--- src/rtl/core/cnm_pkg.sv ---
// cnm_pkg: shared types and constants for count_non_multiples_in_range
// no dependencies
`timescale 1ns / 1ps
package cnm_pkg;
  localparam int BoundW = 32;
  localparam int WideW  = 64;
  typedef logic [WideW-1:0] wide_t;
  typedef logic [BoundW-1:0] bound_t;

  // divider request / response between sequencer and shared divider
  typedef struct packed {
    logic  start;
    wide_t num;
    wide_t den;
  } div_req_t;

  typedef struct packed {
    logic  done;
    wide_t quo;
    wide_t rem;
  } div_rsp_t;
endpackage

--- src/rtl/core/cnm_div.sv ---
// cnm_div: shared restoring divider, one quotient bit per cycle
// depends on cnm_pkg
`timescale 1ns / 1ps
module cnm_div (
  input  logic             clk,
  input  logic             rst,
  input  cnm_pkg::div_req_t req,
  output cnm_pkg::div_rsp_t rsp
);
  import cnm_pkg::*;

  logic          busy;
  logic          done;
  logic [6:0]    cnt;
  wide_t         quo;
  wide_t         rem;
  wide_t         den;
  logic [WideW:0] trial;

  // shift in next numerator bit and test subtract
  assign trial = {rem, quo[WideW-1]} - {1'b0, den};

  always_ff @(posedge clk) begin
    if (rst) begin
      busy <= 1'b0;
      cnt  <= '0;
      done <= 1'b0;
    end else begin
      done <= 1'b0;
      if (req.start) begin
        busy <= 1'b1;
        cnt  <= 7'(WideW);
        quo  <= req.num;
        rem  <= '0;
        den  <= req.den;
      end else if (busy) begin
        if (trial[WideW]) begin
          rem <= {rem[WideW-2:0], quo[WideW-1]};
          quo <= {quo[WideW-2:0], 1'b0};
        end else begin
          rem <= trial[WideW-1:0];
          quo <= {quo[WideW-2:0], 1'b1};
        end
        cnt <= cnt - 7'd1;
        if (cnt == 7'd1) begin
          busy <= 1'b0;
          done <= 1'b1;
        end
      end
    end
  end

  // result visible while idle after completion
  assign rsp.done = done;
  assign rsp.quo  = quo;
  assign rsp.rem  = rem;
endmodule

--- src/rtl/core/count_non_multiples_in_range.sv ---
`timescale 1ns / 1ps
// count_non_multiples_in_range: top level, sequencer around one shared divider
// depends on cnm_pkg, cnm_div
//
// Takes one request on s_axis (range_low, range_high, first_divisor,
// divisor_step) and returns the count of integers in the range divisible by
// none of the divisors a, a+d, ... on m_axis.
// The block works on one request at a time: s_axis_tready is low from
// acceptance until the result has been taken on m_axis.
// Work: for each bound (high, then low-1) and each nonempty divisor subset the
// running lcm is built with Euclid's gcd; every gcd step, the lcm quotient and
// the final bound/lcm all run on the one restoring divider, with a 32x32
// multiply between divisions. Latency is data dependent.
// The result waits in the output register while the receiver stalls.
// Reset (rst, synchronous) returns the sequencer to idle and drops any
// pending result.
module count_non_multiples_in_range #(
  parameter int NUM_DIVISORS = 5
) (
  input  logic         clk,
  input  logic         rst,
  input  logic         s_axis_tvalid,
  output logic         s_axis_tready,
  // range_low[31:0], range_high[63:32], first_divisor[95:64], divisor_step[127:96]
  input  logic [127:0] s_axis_tdata,
  output logic         m_axis_tvalid,
  input  logic         m_axis_tready,
  // count[31:0]
  output logic [31:0]  m_axis_tdata
);
  import cnm_pkg::*;

  localparam int MaskW = NUM_DIVISORS;
  localparam int IdxW  = (NUM_DIVISORS > 1) ? $clog2(NUM_DIVISORS) : 1;

  // state codes
  localparam logic [3:0] S_IDLE = 4'd0, S_BOUND = 4'd1, S_MASK = 4'd2,
    S_ELEM = 4'd3, S_GCD = 4'd4, S_GCDW = 4'd5, S_LCMW = 4'd6, S_MUL = 4'd7,
    S_CNTW = 4'd8, S_NEXTM = 4'd9, S_OUT = 4'd10, S_QDIV = 4'd11;

  logic [3:0]       state;
  bound_t           low, high, a, d;
  wide_t            bound;
  logic             second;
  logic [MaskW-1:0] mask;
  logic [IdxW-1:0]  idx;
  logic             par;
  wide_t            acc, b, gx, gy, divv;
  logic [WideW+1:0] hit;
  logic [WideW+1:0] res_hi;
  logic [31:0]      result;
  div_req_t         dreq;
  div_rsp_t         drsp;

  cnm_div u_div (.clk(clk), .rst(rst), .req(dreq), .rsp(drsp));

  // current divisor a + idx*d (fits 35 bits)
  always_comb begin
    divv = {32'd0, a} + (64'(idx) * {32'd0, d});
  end

  assign s_axis_tready = (state == S_IDLE);
  assign m_axis_tvalid = (state == S_OUT);
  assign m_axis_tdata  = result;

  always_ff @(posedge clk) begin
    if (rst) begin
      state      <= S_IDLE;
      dreq.start <= 1'b0;
    end else begin
      dreq.start <= 1'b0;
      case (state)
        S_IDLE: begin
          if (s_axis_tvalid) begin
            low  <= (s_axis_tdata[31:0] == 32'd0) ? 32'd1 : s_axis_tdata[31:0];
            high <= s_axis_tdata[63:32];
            a    <= s_axis_tdata[95:64];
            d    <= s_axis_tdata[127:96];
            state <= S_BOUND;
          end
        end
        // choose bound, or finish
        S_BOUND: begin
          if (high < low) begin
            result <= 32'd0;
            state  <= S_OUT;
          end else begin
            bound  <= {32'd0, high};
            second <= 1'b0;
            hit    <= '0;
            mask   <= MaskW'(1);
            state  <= S_MASK;
          end
        end
        // start a subset
        S_MASK: begin
          if (bound == '0) begin
            state <= S_NEXTM;
            mask  <= '0;
          end else begin
            acc <= 64'd1;
            par <= 1'b0;
            idx <= '0;
            state <= S_ELEM;
          end
        end
        // walk subset members
        S_ELEM: begin
          if (!mask[idx]) begin
            if (32'(idx) == NUM_DIVISORS - 1) begin
              dreq.num   <= bound;
              dreq.den   <= acc;
              dreq.start <= 1'b1;
              state      <= S_CNTW;
            end else idx <= idx + IdxW'(1);
          end else begin
            par <= ~par;
            if (divv == '0 || divv > bound) state <= S_NEXTM;
            else begin
              b  <= divv;
              gx <= acc;
              gy <= divv;
              state <= S_GCD;
            end
          end
        end
        // euclid step
        S_GCD: begin
          if (gy == '0) begin
            dreq.num   <= acc;
            dreq.den   <= gx;
            dreq.start <= 1'b1;
            state      <= S_LCMW;
          end else begin
            dreq.num   <= gx;
            dreq.den   <= gy;
            dreq.start <= 1'b1;
            state      <= S_GCDW;
          end
        end
        S_GCDW: begin
          if (drsp.done) begin
            gx <= gy;
            gy <= drsp.rem;
            state <= S_GCD;
          end
        end
        S_LCMW: begin
          if (drsp.done) begin
            acc   <= drsp.quo;
            state <= S_MUL;
          end
        end
        // acc/g and b are both at most bound < 2^32, product fits 64 bits
        S_MUL: begin
          acc   <= {32'd0, acc[31:0]} * {32'd0, b[31:0]};
          state <= S_QDIV;
        end
        S_QDIV: begin
          if (acc > bound) state <= S_NEXTM;
          else if (32'(idx) == NUM_DIVISORS - 1) begin
            dreq.num   <= bound;
            dreq.den   <= acc;
            dreq.start <= 1'b1;
            state      <= S_CNTW;
          end else begin
            idx   <= idx + IdxW'(1);
            state <= S_ELEM;
          end
        end
        S_CNTW: begin
          if (drsp.done) begin
            hit   <= par ? hit + {2'd0, drsp.quo} : hit - {2'd0, drsp.quo};
            state <= S_NEXTM;
          end
        end
        // next subset, next bound, or finish
        S_NEXTM: begin
          if (mask == '1 || mask == '0) begin
            if (!second) begin
              res_hi <= {2'd0, bound} - hit;
              bound  <= {32'd0, low - 32'd1};
              second <= 1'b1;
              hit    <= '0;
              mask   <= MaskW'(1);
              state  <= S_MASK;
            end else begin
              result <= 32'(res_hi - ({2'd0, bound} - hit));
              state  <= S_OUT;
            end
          end else begin
            mask  <= mask + MaskW'(1);
            state <= S_MASK;
          end
        end
        S_OUT: begin
          if (m_axis_tready) state <= S_IDLE;
        end
        default: state <= S_IDLE;
      endcase
    end
  end
endmodule

--- config.mk ---
export PLATFORM = sky130hd
export DESIGN_NAME = count_non_multiples_in_range
export DESIGN_NICKNAME = d
export VERILOG_FILES = /design/src/rtl/core/cnm_pkg.sv /design/src/rtl/core/cnm_div.sv /design/src/rtl/core/count_non_multiples_in_range.sv
export SDC_FILE = /design/constraint.sdc
export NUM_CORES = 2
export LEC_CHECK = 0
export BUFFER_PORTS_ARGS = -buffer_cell sky130_fd_sc_hd__buf_2
export CORE_MARGIN = 1
export CORE_UTILIZATION = 45
export DETAILED_ROUTE_END_ITERATION = 8
export PLACE_DENSITY_LB_ADDON = 0.3
export SLEW_MARGIN = 20
export SYNTH_ARGS = -nofsm -noshare
export SYNTH_HDL_FRONTEND = slang
export SYNTH_HIERARCHICAL = 1
export SYNTH_SLANG_ARGS = --single-unit
--- constraint.sdc ---
create_clock -name clk -period 16.84 [get_ports clk]
set_input_delay 0.842 -clock clk [delete_from_list [all_inputs] [get_ports clk]]
set_output_delay 0.842 -clock clk [all_outputs]
set_load 0.02 [all_outputs]
# Word-level counts from Yosys, hierarchy flattened
# Index checks and enable logic that the tools add are counted.
# W data, S select, Z words.
word_totals:
  register_bits: 890
  input_bits: 132
  out_inout_bits: 34
classes:
  add_sub_neg: 10
  mul: 2
  magnitude_cmp: 4
  n_eq_ne: 32
  muxes: 75
  n_bitwise: 5
  reduce_logical: 35
op_table:
  columns: ["operator", "n"]
  rows:
  - ["$mux W64", 15]
  - ["$mux W129", 3]
  - ["$pmux W129 S3", 1]
  - ["$pmux W64 S2", 3]
  - ["$mux W66", 5]
  - ["$pmux W66 S3", 1]
  - ["$logic_not A64 Y1", 3]
  - ["$pmux W64 S3", 1]
  - ["$mux W128", 1]
  - ["$mux W32", 3]
  - ["$add A66 B64 Y66", 1]
  - ["$sub A66 B64 Y66", 1]
  - ["$sub A65 B64 Y65", 1]
  - ["$gt A36 B64 Y1", 1]
  - ["$gt A64 B64 Y1", 1]
  - ["$mul A32 B32 Y64", 1]
  - ["$pmux W32 S2", 1]
  - ["$sub A32 B32 Y32", 2]
  - ["$mux W4", 14]
  - ["$pmux W4 S12", 1]
  - ["$add A32 B35 Y36", 1]
  - ["$mul A3 B32 Y35", 1]
  - ["$logic_not A32 Y1", 1]
  - ["$lt A32 B32 Y1", 1]
  - ["37 further kinds", 99]

# Longest topological paths before layout
logic_depth:
  ltp_word: 7
  mapped_depth: 29
  ltp_nobuf: 26

# Hierarchy
# The synthesis kept the hierarchy.
by_module_without_submodules:
  columns: ["module", "instances", "cells_per_inst", "area_per_inst_um2", "seq_area_each_um2"]
  rows:
  - ["count_non_multiples_in_range", 1, 7134, 71363.4, 18657.9]
  - ["cnm_div", 1, 1173, 12025.3, 5945.7]

# Worst setup path after synthesis
# Ideal clock, no wire load.
synth_path:
  path_kind: "reg-to-reg"
  start: "register idx[0]"
  end: "register gx[0], enable pin"
  setup_ns: 0.809
  t_arrival_ns: 14.982
  required_ns: 16.031
  path_slack_ns: 1.049
  stages_incl_launch_ff: 27
  path_buffers: 2
  cell_sequence: "edfxtp_1 clkbuf_1 clkbuf_1 nand2_1 fa_1 inv_1 fa_1 ha_1 a211oi_1 o21ai_0 and4_1 nor4_2 nor3_1 or4_1 nand3_1 inv_1 ha_1 a21oi_1 nor2b_1 o21ai_0 nand2b_1 a211oi_1 o21ai_0 a21oi_1 a22o_1 nand2_1 o32ai_1"
synth_via:
  elab_chain_len: 6
  elab_cells_between_ends: 10
  cone_classes: "add/sub (1); mul (1); order compare (1); eq/ne (2); mux (2); reduce/logical (3)"
synth_lines:
  columns: ["element", "line_no", "source"]
  rows:
  - ["from (decl)", "count_non_multiples_in_range.sv:46", "logic [IdxW-1:0] idx;"]
  - ["from (signal assigned)", "count_non_multiples_in_range.sv:115", "end else idx <= idx + IdxW'(1);"]
  - ["from (signal assigned)", "count_non_multiples_in_range.sv:167", "idx <= idx + IdxW'(1);"]
  - ["$mul A3 B32 Y35 *", "count_non_multiples_in_range.sv:59", "divv = {32'd0, a} + (64'(idx) * {32'd0, d});"]
  - ["$add A32 B35 Y36 *", "count_non_multiples_in_range.sv:59", null]
  - ["named net divv[26]", "count_non_multiples_in_range.sv:48", "wide_t acc, b, gx, gy, divv;"]
  - ["$gt A36 B64 Y1 / $logic_not A64 Y1 (equally long branches)", "count_non_multiples_in_range.sv:118", "if (divv == '0 || divv > bound) state <= S_NEXTM;"]
  - ["$logic_or A1 B1 Y1 *", "count_non_multiples_in_range.sv:118", null]
  - ["$ne A2 B2 Y1 (no line) *", null, null]
  - ["$reduce_and A5 Y1 (no line) *", null, null]
  - ["to (signal assigned)", "count_non_multiples_in_range.sv:143", "gx <= gy;"]
  - ["to (decl)", "count_non_multiples_in_range.sv:48", null]
# The timed path passes the listed nets; every way through them passes the cells marked *. The select of a mux whose other input is x is not followed.
# A chain may end at the register's enable or synchronous reset.

# Worst setup path in the final report
layout_path:
  start: "register acc[10]"
  end: "register acc[55], data pin"
layout_via:
  elab_chain_len: 2
layout_lines:
  columns: ["element", "line_no", "source"]
  rows:
  - ["from (decl)", "count_non_multiples_in_range.sv:48", null]
  - ["from (signal assigned)", "count_non_multiples_in_range.sv:150", "acc <= drsp.quo;"]
  - ["from (signal assigned)", "count_non_multiples_in_range.sv:156", "acc <= {32'd0, acc[31:0]} * {32'd0, b[31:0]};"]
  - ["$mul A32 B32 Y64", "count_non_multiples_in_range.sv:156", null]
  - ["$pmux W64 S3", "count_non_multiples_in_range.sv:72", "case (state)"]
# Every way passes these cells.

==> impl_results.md <==
- Outcome: finished, final reports clean
- Required time worst endpoint: about 17000 ps
- Final Hold Fails: 0
- Placed cell area: slightly below 90000 sq um
- Row count: between 150 and 200
- Yosys cell types: 109
- Clock sink total: between 800 and 900
- Sequential area share after synthesis: 0.295
- Syn Inst Count: slightly above 8000
- RSZ-0062 raised after global routing: no
- Final ANT Viol Nets: 0
- Synthesized net count: approximately 10000
- Final worst path period need: 9180 ps
- CP Launch Type: flip-flop
- CTS tree: done
- Setup violators final: 0
- Critical path class: flip-flop to flip-flop
- YS warnings: 6
- Initial core utilization: 0.455
- WL/cell: 22.1 microns
- Critical path endpoint category: flip-flop
- Asr flop ratio synth: 0
- Worst slew margin: 0.244
- Root Driver: clkbuf_16
- Area delta synth->final: 7.19%
- Least-Margin Pin Slew: around 1100 ps
- GR Overflow Total: 0
- Post-Synth Simple-Gate Area: 0.145
- Port buffer count: approximately 170
- Resized cells post-CTS: 0
- Die Wd: about 430 microns
- Most used DFF post-synth: edfxtp_1
- Mean Syn Cell Area: ~10 sq um
- Layout cell share with drive strength beyond 1: 0.0778
- Register bit count reported by yosys: 824
- Fmax: approximately 0.11 GHz
- Reg clk slew, reported paths: around 60 ps
- Setup TNS: 0 ps
- Largest net degree at the start of global routing: between 100 and 150
- Adder-cell share of the synthesized area: 0.315
- First-pass GRT wire length: roughly 370 mm
- GPL Wtd Cong: approximately 0.96
- Fin. max-slew vios: 0
- # Post-CTS Setup Buffers: 0
- Boundary pin count: 166
- Via Count: 60800
- Hold Path Class: input pin to flip-flop
- DRT iter0 DRCs: between 5000 and 6000
- Final wirelength: ~240 mm
- Initial antenna violation count: 10
- TritonRoute pass-1 iters: 5
- Clock skew: 44.8 ps
- Global Route Usage Sum: 0.258
- H-tree depth: 3
- Synth Area in Compound Gates: 0.0991
- Flop2flop setup slack: between 7000 and 8000 ps
- XOR/XNOR share of the synthesized area: 0.0291
- Number of synthesized flops with an enable pin: just over 800
- Fin area: 89400 sq um
- DRC viols: 0
- Synth Cell Area: approximately 83000 sq um
- Vias per cell: around 5.7
- Largest family of logic cells by synthesized area: adder cells
- Critical path peak fanout: 21
- Core area: approximately 180000 sq um
- Clk_lat worst skew: slightly above 700 ps
- Arrival time worst endpoint: about 9600 ps
- CTS Buffer Depth: 3
- Period utilization: 0.545
- Post-DP HPWL: around 180 mm
- Net count, final: slightly below 10000
- Hold buffer count at cts: 0
- Max Cap Viol: 0
- Die area: between 150000 and 200000 sq um
- Chip Height: approximately 430 microns
- Cts bufs inserted: 83
- Vias in the first global route: 63500
- Post-synthesis mux area share: 0.0408
- Fillers: 17000
## through the flow
step | instances | hold slack [ps] | setup WS (ps) | util
after global routing | 10800 | 283 | 7230 | 0.487
after floorplan | 8307 | 426 | 1050 | -
final | 10800 | 310 | 7660 | 0.487
after detailed placement | 10600 | 435 | 7620 | 0.472
after global placement | 10600 | 432 | 7670 | 0.472
after CTS | 10800 | 255 | 7580 | 0.487
## placed cells by master (no fill, tap or decap), drive strengths merged, types with 76 or more instances in the layout
cell    Yosys  routed
a21o      143     143
nand2     891     891
and2      715     715
mux2i     169     169
ha        562     562
mux2      150     150
xnor2     155     155
edfxtp    810     810
clkbuf    416      92
buf        41     291
nor2      284     284
xor2      120     120
nand4      76      76
o22ai     104     104
inv      1199    1205
a21oi     422     422
fa        961     961
o21ai     259     259
## routing by layer
| layer | GRT usage | routed length, microns | vias up |
|---|---|---|---|
| met5 | 0 | 13 | - |
| met4 | 0.0821 | 7690 | 2 |
| met3 | 0.0395 | 16400 | 376 |
| met2 | 0.420 | 110000 | 2106 |
| met1 | 0.353 | 103000 | 30900 |
| li1 | - | - | 27500 |
## worst max-delay path, cell delays in order, from the launching register on
cell      delay [ps]
edfxtp_1         870
buf_4            410
and2_1           200
fa_1             410
fa_1             520
inv_1             50
fa_1             460
fa_1             500
fa_1             560
inv_1             50
fa_1             450
fa_1             550
fa_1             460
ha_1             410
a21oi_1          300
o21ai_0          150
nor2_1           150
nand2_1           60
o21ai_0          660
o21ai_0          490
a221o_1          530
a31oi_1          350
xor2_1           200
o21ai_0           90
## synth_stat cells, types with 12 or more instances
| cell | instances | area share |
|---|---|---|
| and3_1 | 37 | 0.0028 |
| o21bai_1 | 44 | 0.0040 |
| nor2_1 | 284 | 0.013 |
| o22ai_1 | 104 | 0.0078 |
| a211o_1 | 12 | 0.0013 |
| nor3_1 | 67 | 0.0040 |
| edfxtp_1 | 810 | 0.29 |
| clkbuf_1 | 416 | 0.019 |
| dfxtp_1 | 14 | 0.0034 |
| mux2_2 | 150 | 0.020 |
| ha_1 | 562 | 0.084 |
| a2111oi_0 | 12 | 0.0013 |
| o2bb2ai_1 | 33 | 0.0035 |
| nand2b_1 | 42 | 0.0032 |
| or4_1 | 13 | 0.0012 |
| nor4_1 | 73 | 0.0055 |
| mux2i_1 | 169 | 0.020 |
| a21oi_1 | 418 | 0.025 |
| and2_1 | 714 | 0.054 |
| or3_1 | 25 | 0.0019 |
| nand3_1 | 75 | 0.0045 |
| nand4_1 | 76 | 0.0057 |
| o31ai_1 | 19 | 0.0017 |
| fa_1 | 961 | 0.23 |
| xnor2_1 | 154 | 0.016 |
| a31oi_1 | 43 | 0.0032 |
| inv_1 | 1198 | 0.054 |
| a21o_1 | 143 | 0.013 |
| buf_2 | 18 | 0.0011 |
| o211ai_1 | 25 | 0.0023 |
| a211oi_1 | 35 | 0.0032 |
| nor2b_1 | 36 | 0.0027 |
| nand2_1 | 891 | 0.040 |
| nor3b_1 | 14 | 0.0013 |
| o21a_1 | 27 | 0.0024 |
| xor2_1 | 119 | 0.012 |
| o21ai_0 | 251 | 0.015 |
## registers in the layout, summed over array words and instances, names as in the netlist, 5 cells and up
register	count
dreq	129
acc	64
gx	64
gy	64
u_div/den	64
u_div/quo	64
u_div/rem	64
a	32
b	32
bound	32
d	32
high	32
hit	32
low	32
m_axis_tdata	32
res_hi	32
u_div/cnt	7
mask	5
## area by class of cell
cell class / instances / area [sq um] / share of cell area
Tap cell: 2464 / 3080 / 0.0345
Clock buffer: 92 / 2110 / 0.0236
Antenna cell: 1 / 2.50 / 0.0000280
Timing Repair Buffer: 291 / 1800 / 0.0201
Inverter: 1201 / 4510 / 0.0504
Multi-Input combinational cell: 5825 / 52700 / 0.589
Clock inverter: 60 / 602 / 0.00673
Sequential cell: 824 / 24600 / 0.275
## worst paths after layout
| check | start | end | cells after the start |
|---|---|---|---|
| setup / recovery | acc[10] | acc[55] | 23 |
| hold reg to reg | dreq[29] | u_div/den[29] | 0 |
| setup reg to reg | acc[10] | acc[55] | 23 |
| hold / removal | s_axis_tdata[100] | d[4] | 1 |
## logic make-up (layout without fill, tap and decap cells)
kind of cell / after synthesis / count (layout)
buf+inv: 1658 / 1644
flops: 824 / 824
simple gates: 2407 / 2407
other cells: 0 / 1
compound gates: 1300 / 1300
mux: 320 / 320
fa+ha+maj: 1523 / 1523
xor+xnor: 275 / 275
Power is left out: the tool's default activity adds up to more than one toggle a clock period on the data nets, which glitch-free logic cannot reach.
